## src/rtl/sba_pkg.sv

```systemverilog
package sba_pkg;

    // Window geometry: depth is always a power of two
    localparam int LOG2_DEPTH = 3;
    localparam int DEPTH      = 1 << LOG2_DEPTH;

    // Field and datapath widths
    localparam int SAMPLE_W = 15;
    localparam int OFFSET_W = 11;
    localparam int ENTRY_W  = 17;
    localparam int SUM_W    = ENTRY_W + LOG2_DEPTH;
    localparam int AVG_W    = 16;

    // Constants
    localparam logic signed [OFFSET_W-1:0] OFFSET_RESET = -11'sd140;
    localparam logic signed [AVG_W-1:0]    AVG_INVALID  = -16'sd1;
    localparam logic signed [AVG_W-1:0]    AVG_MAX      = 16'sd32767;

    typedef logic signed [ENTRY_W-1:0] t_entry;
    typedef logic signed [SUM_W-1:0]   t_sum;

    // Window state after the current beat, handed from the ring to the top
    typedef struct packed {
        logic valid;
        t_sum sum;
    } t_win_next;

endpackage

```

## src/rtl/sba_cell.sv

```systemverilog
module sba_cell (
    input  logic            i_clk,
    input  logic            i_shift,
    input  logic            i_load,
    input  sba_pkg::t_entry i_load_data,
    input  sba_pkg::t_entry i_prev,
    output sba_pkg::t_entry o_data
);
    import sba_pkg::*;

    t_entry r_data;

    // Load the fill value on a refill, otherwise take the neighbor's entry
    always_ff @(posedge i_clk) begin
        if (i_load) begin
            r_data <= i_load_data;
        end else if (i_shift) begin
            r_data <= i_prev;
        end
    end

    assign o_data = r_data;

endmodule

```

## src/rtl/sba_ring.sv

```systemverilog
module sba_ring (
    input  logic               i_clk,
    input  logic               i_rst_n,
    input  logic               i_step,
    input  logic               i_bad,
    input  sba_pkg::t_entry    i_value,
    output sba_pkg::t_win_next o_next
);
    import sba_pkg::*;

    logic   r_valid;
    t_sum   r_sum;
    t_entry w_tap [DEPTH];
    logic   w_fill;
    logic   w_shift;
    logic   n_valid;
    t_sum   n_sum;

    // Refill on the first good beat after invalidity, shift on later good beats
    assign w_fill  = i_step && !i_bad && !r_valid;
    assign w_shift = i_step && !i_bad && r_valid;

    // Chain of cells: cell 0 takes the new entry, the last cell holds the oldest
    for (genvar k = 0; k < DEPTH; k++) begin : g_cell
        t_entry w_prev;
        if (k == 0) begin : g_head
            assign w_prev = i_value;
        end else begin : g_body
            assign w_prev = w_tap[k-1];
        end
        sba_cell u_cell (
            .i_clk       (i_clk),
            .i_shift     (w_shift),
            .i_load      (w_fill),
            .i_load_data (i_value),
            .i_prev      (w_prev),
            .o_data      (w_tap[k])
        );
    end

    // Running sum: whole window on refill, new minus oldest on a shift; a bad beat clears validity
    always_comb begin
        n_valid = r_valid;
        n_sum   = r_sum;
        if (i_step) begin
            if (i_bad) begin
                n_valid = 1'b0;
            end else if (!r_valid) begin
                n_valid = 1'b1;
                n_sum   = t_sum'({i_value, {LOG2_DEPTH{1'b0}}});
            end else begin
                n_sum = r_sum + t_sum'(i_value) - t_sum'(w_tap[DEPTH-1]);
            end
        end
    end

    always_ff @(posedge i_clk) begin
        if (!i_rst_n) begin
            r_valid <= 1'b0;
            r_sum   <= '0;
        end else begin
            r_valid <= n_valid;
            r_sum   <= n_sum;
        end
    end

    assign o_next.valid = n_valid;
    assign o_next.sum   = n_sum;

endmodule

```

## src/rtl/sensor_boxcar_average_with_validity_unit.sv

```systemverilog
// Boxcar average of calibrated temperature samples with a validity flag.
// Input channel: i_in_valid / o_in_ready carry i_sample (hundredths of a
// degree) and i_sample_bad. Output channel: o_out_valid / i_out_ready carry
// o_average and o_is_valid, one result beat for every input beat, in order.
// A good sample gets the calibration offset added and enters a window of
// DEPTH entries held in a chain of cells; the first good sample after a bad
// one fills the whole window. The average is the window mean truncated toward
// zero and clipped at 32767, or -1 with o_is_valid low while invalid.
// Results are registered: a beat accepted while the output is free shows
// there in the following cycle. One beat per cycle is taken while
// o_in_ready is high. The calibration offset is written through i_cfg_we /
// i_cfg_data while the unit is idle; the user must keep to this, as the unit
// does not enforce it. Reset clears the valid state, empties both channels
// and sets the offset to -140. When the receiver stalls, one further beat is
// held in a skid register and o_in_ready then drops until the output drains.
module sensor_boxcar_average_with_validity_unit (
    input  logic                                i_clk,
    input  logic                                i_rst_n,
    input  logic                                i_cfg_we,
    input  logic signed [sba_pkg::OFFSET_W-1:0] i_cfg_data,
    input  logic                                i_in_valid,
    output logic                                o_in_ready,
    input  logic        [sba_pkg::SAMPLE_W-1:0] i_sample,
    input  logic                                i_sample_bad,
    output logic                                o_out_valid,
    input  logic                                i_out_ready,
    output logic signed [sba_pkg::AVG_W-1:0]    o_average,
    output logic                                o_is_valid
);
    import sba_pkg::*;

    logic signed [OFFSET_W-1:0] r_offset;
    logic                       r_out_valid;
    logic signed [AVG_W-1:0]    r_out_avg;
    logic                       r_out_ok;
    logic                       r_skd_valid;
    logic signed [AVG_W-1:0]    r_skd_avg;
    logic                       r_skd_ok;

    logic                       w_accept;
    logic                       w_out_free;
    t_entry                     w_value;
    t_win_next                  w_next;
    t_sum                       w_adj;
    t_entry                     w_mean;
    logic signed [AVG_W-1:0]    n_avg;

    assign w_accept   = i_in_valid && !r_skd_valid;
    assign w_out_free = !r_out_valid || i_out_ready;

    // Apply the calibration offset
    assign w_value = t_entry'({{(ENTRY_W-SAMPLE_W){1'b0}}, i_sample})
                   + t_entry'(r_offset);

    sba_ring u_ring (
        .i_clk   (i_clk),
        .i_rst_n (i_rst_n),
        .i_step  (w_accept),
        .i_bad   (i_sample_bad),
        .i_value (w_value),
        .o_next  (w_next)
    );

    // Divide by depth toward zero, clip, or flag invalid
    always_comb begin
        w_adj  = w_next.sum + (w_next.sum[SUM_W-1] ? t_sum'(DEPTH - 1) : t_sum'(0));
        w_mean = t_entry'(w_adj[SUM_W-1:LOG2_DEPTH]);
        if (!w_next.valid) begin
            n_avg = AVG_INVALID;
        end else if (w_mean > t_entry'(AVG_MAX)) begin
            n_avg = AVG_MAX;
        end else begin
            n_avg = w_mean[AVG_W-1:0];
        end
    end

    // Control: offset register and output / skid occupancy
    always_ff @(posedge i_clk) begin
        if (!i_rst_n) begin
            r_offset    <= OFFSET_RESET;
            r_out_valid <= 1'b0;
            r_skd_valid <= 1'b0;
        end else begin
            if (i_cfg_we) begin
                r_offset <= i_cfg_data;
            end
            if (w_out_free) begin
                r_out_valid <= r_skd_valid || w_accept;
                r_skd_valid <= 1'b0;
            end else if (w_accept) begin
                r_skd_valid <= 1'b1;
            end
        end
    end

    // Payload: advance skid into output, or park the new beat in the skid
    always_ff @(posedge i_clk) begin
        if (w_out_free) begin
            if (r_skd_valid) begin
                r_out_avg <= r_skd_avg;
                r_out_ok  <= r_skd_ok;
            end else begin
                r_out_avg <= n_avg;
                r_out_ok  <= w_next.valid;
            end
        end else if (w_accept) begin
            r_skd_avg <= n_avg;
            r_skd_ok  <= w_next.valid;
        end
    end

    assign o_in_ready  = !r_skd_valid;
    assign o_out_valid = r_out_valid;
    assign o_average   = r_out_avg;
    assign o_is_valid  = r_out_ok;

endmodule

```

## config.mk

```make
export PLATFORM = sky130hd
export DESIGN_NAME = sensor_boxcar_average_with_validity_unit
export DESIGN_NICKNAME = d
export VERILOG_FILES = /design/src/rtl/sba_pkg.sv /design/src/rtl/sba_cell.sv /design/src/rtl/sba_ring.sv /design/src/rtl/sensor_boxcar_average_with_validity_unit.sv
export SDC_FILE = /design/constraint.sdc
export NUM_CORES = 1
export LEC_CHECK = 0
export ABC_AREA = 1
export BUFFER_PORTS_ARGS = -buffer_cell sky130_fd_sc_hd__buf_2
export CAP_MARGIN = 25
export CORE_MARGIN = 2
export CORE_UTILIZATION = 58
export DETAILED_ROUTE_END_ITERATION = 6
export PLACE_DENSITY_LB_ADDON = 0.05
export SYNTH_ARGS = -nofsm -noshare
export SYNTH_HDL_FRONTEND = slang
export SYNTH_SLANG_ARGS = --single-unit
export TNS_END_PERCENT = 100
```

## constraint.sdc

```tcl
create_clock -name i_clk -period 13 [get_ports i_clk]
set_clock_uncertainty 0.15 [all_clocks]
set_input_delay 1.3 -clock i_clk [delete_from_list [all_inputs] [get_ports i_clk]]
set_output_delay 1.3 -clock i_clk [all_outputs]
set_load 0.03 [all_outputs]
```

==> results of run 1 <==
[layer usage]
| layer | track usage (%) | share of wire [%] | vias up |
|---|---|---|---|
| met5 | 0 | 0 | - |
| met4 | 5.21 | 1.7 | 0 |
| met3 | 3.69 | 5.0 | 37 |
| met2 | 40.1 | 47 | 183 |
| met1 | 35.4 | 47 | 3807 |
| li1 | - | - | 4191 |
[power groups by stage]
stage / Sequential [W] / Combinational [W] / Clock [W]
after floorplan: 0.000808 / 0.000354 / 0
after global placement: 0.000796 / 0.000483 / 0
after detailed placement: 0.000797 / 0.000489 / 0
after CTS: 0.000784 / 0.000492 / 0.000666
after global routing: 0.000788 / 0.000567 / 0.000690
final: 0.000784 / 0.000495 / 0.000657
[worst max path at each step]
stage                     to  slack (ps)  cells past startpoint
3_5_place_dp    o_average[0]        6530                     29
4_1_cts         o_average[0]        7040                     29
2_1_floorplan  o_average[14]        7400                     30
3_3_place_gp   o_average[14]        6590                     29
5_1_grt        o_average[13]        6490                     28
6_report        o_average[6]        7050                     30
[metrics by stage]
| step | power, W | instances | hold WS, ps | utilization [%] | setup WS [ps] |
|---|---|---|---|---|---|
| 6_report | 0.00194 | 1599 | 312 | 66.2 | 7050 |
| 5_1_grt | 0.00204 | 1599 | 354 | 66.2 | 6490 |
| 4_1_cts | 0.00194 | 1598 | 316 | 66.1 | 7040 |
| 3_5_place_dp | 0.00129 | 1558 | 300 | 62.1 | 6530 |
| 3_3_place_gp | 0.00128 | 1558 | 296 | 62.1 | 6590 |
| 2_1_floorplan | 0.00116 | 1272 | 283 | - | 7400 |
[worst min-delay path, delay by kind of cell (launching register included)]
| family | cells | cell delay [ps] |
|---|---|---|
| simple gates | 2 | 100 |
| flops | 1 | 330 |
[cells in the mapped netlist, types with 4 or more instances]
library cell	instances
fa_1	20
nand3b_1	4
nand2_4	5
xor2_1	9
nand2_1	486
or2_2	14
inv_1	149
a21oi_1	43
clkinv_1	4
inv_2	14
ha_1	37
nand3_1	72
buf_4	4
dfxtp_1	34
o21bai_1	5
o21ai_1	7
edfxtp_1	170
nand2_2	12
nand4_1	11
nor2_4	4
clkbuf_1	19
nand3_2	16
nor2_1	79
o21ai_0	19
[logic make-up after synthesis]
kind of cell	after synthesis	synth area share [%]
AND/OR/NAND/NOR	718	28.4
buffers and inverters	197	7.16
flip-flops	204	51.5
adder cells (fa/ha/maj)	57	7.68
XOR/XNOR	12	1.14
AO/OA/AOI/OAI	84	4.19
[sequential cells by signal, summed over array words and instances (netlist names)]
| name | count |
|---|---|
| u_ring.r_sum | 20 |
| r_skd_ok | 1 |
| r_offset | 11 |
| u_ring.g_cell.u_cell.o_data | 136 |
| o_average | 16 |
| r_skd_valid | 1 |
| u_ring.r_valid | 1 |
| o_out_valid | 1 |
| o_is_valid | 1 |
| r_skd_avg | 16 |
[layout make-up]
| class | instances | area, sq um | share of cell area [%] |
|---|---|---|---|
| flip-flops and latches | 204 | 5790 | 46.4 |
| multi-input cells | 871 | 4650 | 37.3 |
| inverters | 169 | 649 | 5.21 |
| clock buffers | 32 | 619 | 4.97 |
| well taps | 260 | 325 | 2.61 |
| repair buffers | 55 | 288 | 2.31 |
| clock inverters | 8 | 139 | 1.11 |
==> results.py, run 1 <==
metrics = {
    "worst_setup_path": {
        "required_ps": 13110,
        "critical_path.slowest_cell": "fa_1",
        "startpoint_type": "input pin",
        "critPathKind": "input pin to flip-flop",
        "crit_start": "i_sample[0]",
        "crit_buf_inv": 3,
        "r2r_cells": 29,
        "cp_max_fo": 26,
        "rrSetupSlack_ps": 7640,
        "r2r-start": "r_offset[0]",
        "cp-end-kind": "flip-flop",
        "rr_endpoint": "o_average[6]",
        "crit_path_max_incr_delay_ps": 540,
        "crit_family": "simple AND/OR/NAND/NOR gates",
        "cp_common_cell": "nand2_1",
        "arrival_ps": 6060,
    },
    "finish": {
        "final_cell_mix": "nand2_1, edfxtp_1, inv_1",
        "drive_gt1_share_pct": 12.8,
        "nFillCells": 1598,
        "area.growth.synth_to_final_pct": 10.8,
        "diodes": 0,
        "layout_commonest_cell": "nand2_1",
        "fin_nets": 1412,
        "stdcell_area_sq_mm": 0.0125,
    },
    "run_status": {
        "outcome": "finished clean",
    },
    "detailed_routing": {
        "num_vias": 8218,
        "drt-total-wl_mm": 24.5,
        "ant_nets": 0,
        "dr.pass1.iters": 5,
        "drt_iter0_drc": 643,
        "vias_per_cell": 5.14,
        "routedWlPerCell_microns": 15.3,
        "drc": 0,
    },
    "power": {
        "internal-power_w": 0.00133,
        "clkPwrFrac_pct": 34.0,
        "ir_drop_v": 0.000119,
        "pwr-share-seq_pct": 40.5,
        "p_per_area_mw_per_mm2": 155,
        "leakage_nw": 5.93,
        "switching_share_pct": 31.3,
        "comb_power_share_pct": 25.6,
        "power_switching_w": 0.000605,
    },
    "synth": {
        "yosysTopAreaCellShare_pct": 45.4,
        "yosysUniqueCellTypes": 45,
        "syn_area_sq_mm": 0.0112,
        "yosysTopAreaCell": "edfxtp_1",
        "ys_seq_area_share_pct": 51.5,
        "synth_seq_cells": 204,
        "yosysWarnings": 0,
        "async_flop_share_pct": 0,
        "synth_ff_type": "edfxtp_1",
        "synth_edf_count": 170,
        "syn_avg_cell_area_sq_um": 8.84,
        "syn_inst": 1272,
        "synth.area.top_cells": "edfxtp_1, nand2_1, dfxtp_1, inv_1, ha_1",
        "syn_nets": 1361,
    },
    "place": {
        "gp_congestion": 0.957,
        "hpwl_mm": 17.6,
        "placed_area_sq_mm": 0.0117,
        "port_buffers": 50,
    },
    "min_path": {
        "min_path_cells": 2,
        "min_path_type": "flip-flop to flip-flop",
        "hp-start": "r_offset[6]",
        "whs_endpoint": "r_offset[6]",
    },
    "clock_tree": {
        "cts_tree": "yes",
        "cts_buffer_depth": 3,
        "cts_buffers": 22,
        "clk_latency_ps": 500,
        "post-cts-setup-buffers": 0,
        "h-tree-depth": 1,
        "root_buffer": "clkbuf_16",
        "cts.repair.resized": 0,
        "cts_sinks": 204,
        "clkTransAtPathRegs_ps": 60,
        "ctsHoldBuffers": 0,
    },
    "floorplanning": {
        "io_pins": 51,
        "fp.dieW_microns": 143,
        "initial_core_util_pct": 59.7,
        "die_height_microns": 143,
        "die_area_sq_mm": 0.0205,
        "num_rows": 50,
        "core_sq_mm": 0.0188,
    },
    "sta": {
        "maxSlewViolCount": 0,
        "max_freq_mhz": 168,
        "period_share_pct": 45.8,
        "min_period_ps": 5950,
        "setup_viol": 0,
        "relSlewSlack_pct": 39.3,
        "rsz0062_at_grt": "no",
        "tns_ps": 0,
        "tightestPinTransition_ps": 909,
        "hold_viol": 0,
    },
    "global_route": {
        "grt_pass1_wl_mm": 39.6,
        "first_global_vias": 7764,
        "grt-ovfl-total": 0,
        "grt_max_degree": 92,
        "antenna_found_initial": 0,
        "grt_usage_pct": 24.6,
    },
    "run": {
        "cap_violations": 0,
    },
}
No activity file was read; power rests on OpenSTA's default activity.
==> inputs of run 2 (changes only) <==
==> constraint.sdc (replaced) <==
create_clock -name i_clk -period 5.6 [get_ports i_clk]
set_clock_uncertainty 0.15 [all_clocks]
set_input_delay 0.56 -clock i_clk [delete_from_list [all_inputs] [get_ports i_clk]]
set_output_delay 0.56 -clock i_clk [all_outputs]
set_load 0.03 [all_outputs]
==> run 2 against run 1 <==
- sequential share of layout area shrank 0.37 points
- die area unchanged
- combinational power is 140% higher
- critical path depth down 4
- non-clock buffer count up 12
- worst hold slack got worse by 200 ps
- sequential power is 130% higher
- clock-buffer cell count decreased by 5
- clock power rose by 130%
- wire length up 2.1%
- total power up 130%
- largest cell class unchanged
==> results.py, run 2 (same netlist as run 1, synthesis figures left out) <==
metrics = {
    "worst_setup_path": {
        "required_ps": 5710,
        "r2r_cells": 26,
        "arrival_ps": 5270,
        "critPathKind": "flip-flop to flip-flop",
        "cp_max_fo": 7,
        "startpoint_type": "flip-flop",
        "crit_start": "r_offset[0]",
        "r2r-start": "r_offset[0]",
        "cp-end-kind": "flip-flop",
    },
    "detailed_routing": {
        "num_vias": 8284,
        "drt_iter0_drc": 565,
        "vias_per_cell": 5.15,
        "dr.pass1.iters": 7,
        "routedWlPerCell_microns": 15.6,
        "ant_nets": 0,
        "drt-total-wl_mm": 25.0,
        "drc": 0,
    },
    "sta": {
        "hold_ws_ps": 113,
        "maxSlewViolCount": 0,
        "period_share_pct": 92.0,
        "relSlewSlack_pct": 33.6,
        "hold_viol": 0,
        "tightestPinTransition_ps": 997,
        "max_freq_mhz": 194,
        "min_period_ps": 5150,
        "final_critical_path_setup_slack_ps": 447,
        "tns_ps": 0,
        "rsz0062_at_grt": "no",
        "setup_viol": 0,
    },
    "finish": {
        "fin_nets": 1424,
        "layout_commonest_cell": "nand2_1",
        "drive_gt1_share_pct": 13.9,
        "final_cell_mix": "nand2_1, edfxtp_1, inv_1",
        "largest_reg_flops": 136,
        "stdcell_area_sq_mm": 0.0126,
        "diodes": 0,
        "fin_cells": 1609,
        "area.growth.synth_to_final_pct": 11.7,
    },
    "floorplanning": {
        "core_sq_mm": 0.0188,
        "initial_core_util_pct": 59.7,
        "fp.dieW_microns": 143,
        "io_pins": 51,
        "die_height_microns": 143,
        "die_area_sq_mm": 0.0205,
        "num_rows": 50,
    },
    "clock_tree": {
        "cts_sinks": 204,
        "root_buffer": "clkbuf_16",
        "h-tree-depth": 1,
        "ctsHoldBuffers": 0,
        "cts_buffers": 22,
        "clkTransAtPathRegs_ps": 60,
        "clk_latency_ps": 510,
        "cts_tree": "yes",
        "cts_buffer_depth": 3,
    },
    "power": {
        "ir_drop_v": 0.000320,
        "p_per_area_mw_per_mm2": 360,
        "leakage_nw": 5.99,
    },
    "place": {
        "port_buffers": 50,
        "placed_area_sq_mm": 0.0118,
        "hpwl_mm": 18.1,
        "dp_cells": 1570,
        "gp_congestion": 0.955,
        "post-place-ws_ps": 5.09,
    },
    "global_route": {
        "grt_pass1_wl_mm": 40.7,
        "antenna_found_initial": 0,
        "grt_max_degree": 92,
        "grt_usage_pct": 25.3,
        "first_global_vias": 8028,
        "grt-ovfl-total": 0,
    },
    "run_status": {
        "outcome": "finished clean",
    },
    "min_path": {
        "min_path_cells": 3,
        "min_path_type": "input pin to flip-flop",
        "hp-start": "i_cfg_data[9]",
    },
    "run": {
        "cap_violations": 0,
    },
}
run 2: cell count changes in the layout (fill, tap and decap cells not counted), sizes merged:
cell    delta
buf       +12
clkbuf     -5
clkinv     +2
inv        +1
run 2: worst paths after layout:
| path | to | slack (ps) |
|---|---|---|
| min | r_offset[9] | 110 |
| max | o_average[10] | 450 |
| max reg2reg | o_average[10] | 450 |
| min reg2reg | r_offset[8] | 310 |
run 2: report_power, final:
group | internal [W] | switching [W]
sequential | 0.00178 | 0.0000368
combinational | 0.000382 | 0.000803
clock | 0.000931 | 0.000587
total | 0.00310 | 0.00143
run 2: timing repair:
action / CTS / global route
gates resized for setup: 0 / 5
setup buffers: 0 / 0
endpoints found under the setup margin: 0 / 23
hold endpoints to repair: 0 / 0
run 2: worst max-delay path: stages (launching register included):
cell,delay [ps]
dfxtp_1,330
ha_1,220
fa_1,410
nand3_1,110
nand3_2,120
nand2_1,100
nand2_2,80
nand2_1,100
nand2_1,50
nand2_1,150
nand2_1,200
fa_1,550
inv_1,40
ha_1,410
nand4_1,150
nor2_1,160
nand4_1,130
nand4_1,120
nand3_1,140
nand2_4,170
nand2_1,90
nor2_1,170
nand3_1,130
xor2_1,340
nand3_2,130
nand2_1,90
inv_1,40
run 2: cell type report:
| cell class | count | area (sq um) |
|---|---|---|
| Inverter | 169 | 649 |
| Timing Repair Buffer | 67 | 390 |
| Clock inverter | 11 | 155 |
| Fill cell | 1614 | 6270 |
| Sequential cell | 204 | 5790 |
| Tap cell | 260 | 325 |
| Multi-Input combinational cell | 871 | 4660 |
| Clock buffer | 27 | 591 |
run 2: metal layers:
layer  share of wire, %  global-route usage, %  vias up
li1                   -                      -     4202
met1                 46                   36.1     3868
met2                 47                   41.4      174
met3                4.5                   3.49       40
met4                2.3                   5.62        0
met5                  0                      0        -
run 2: through the flow:
step                power, W  util, %
finish               0.00452     66.7
detailed placement   0.00302     62.6
CTS                  0.00453     66.6
floorplan            0.00270        -
global route         0.00476     66.7
global placement     0.00301     62.6
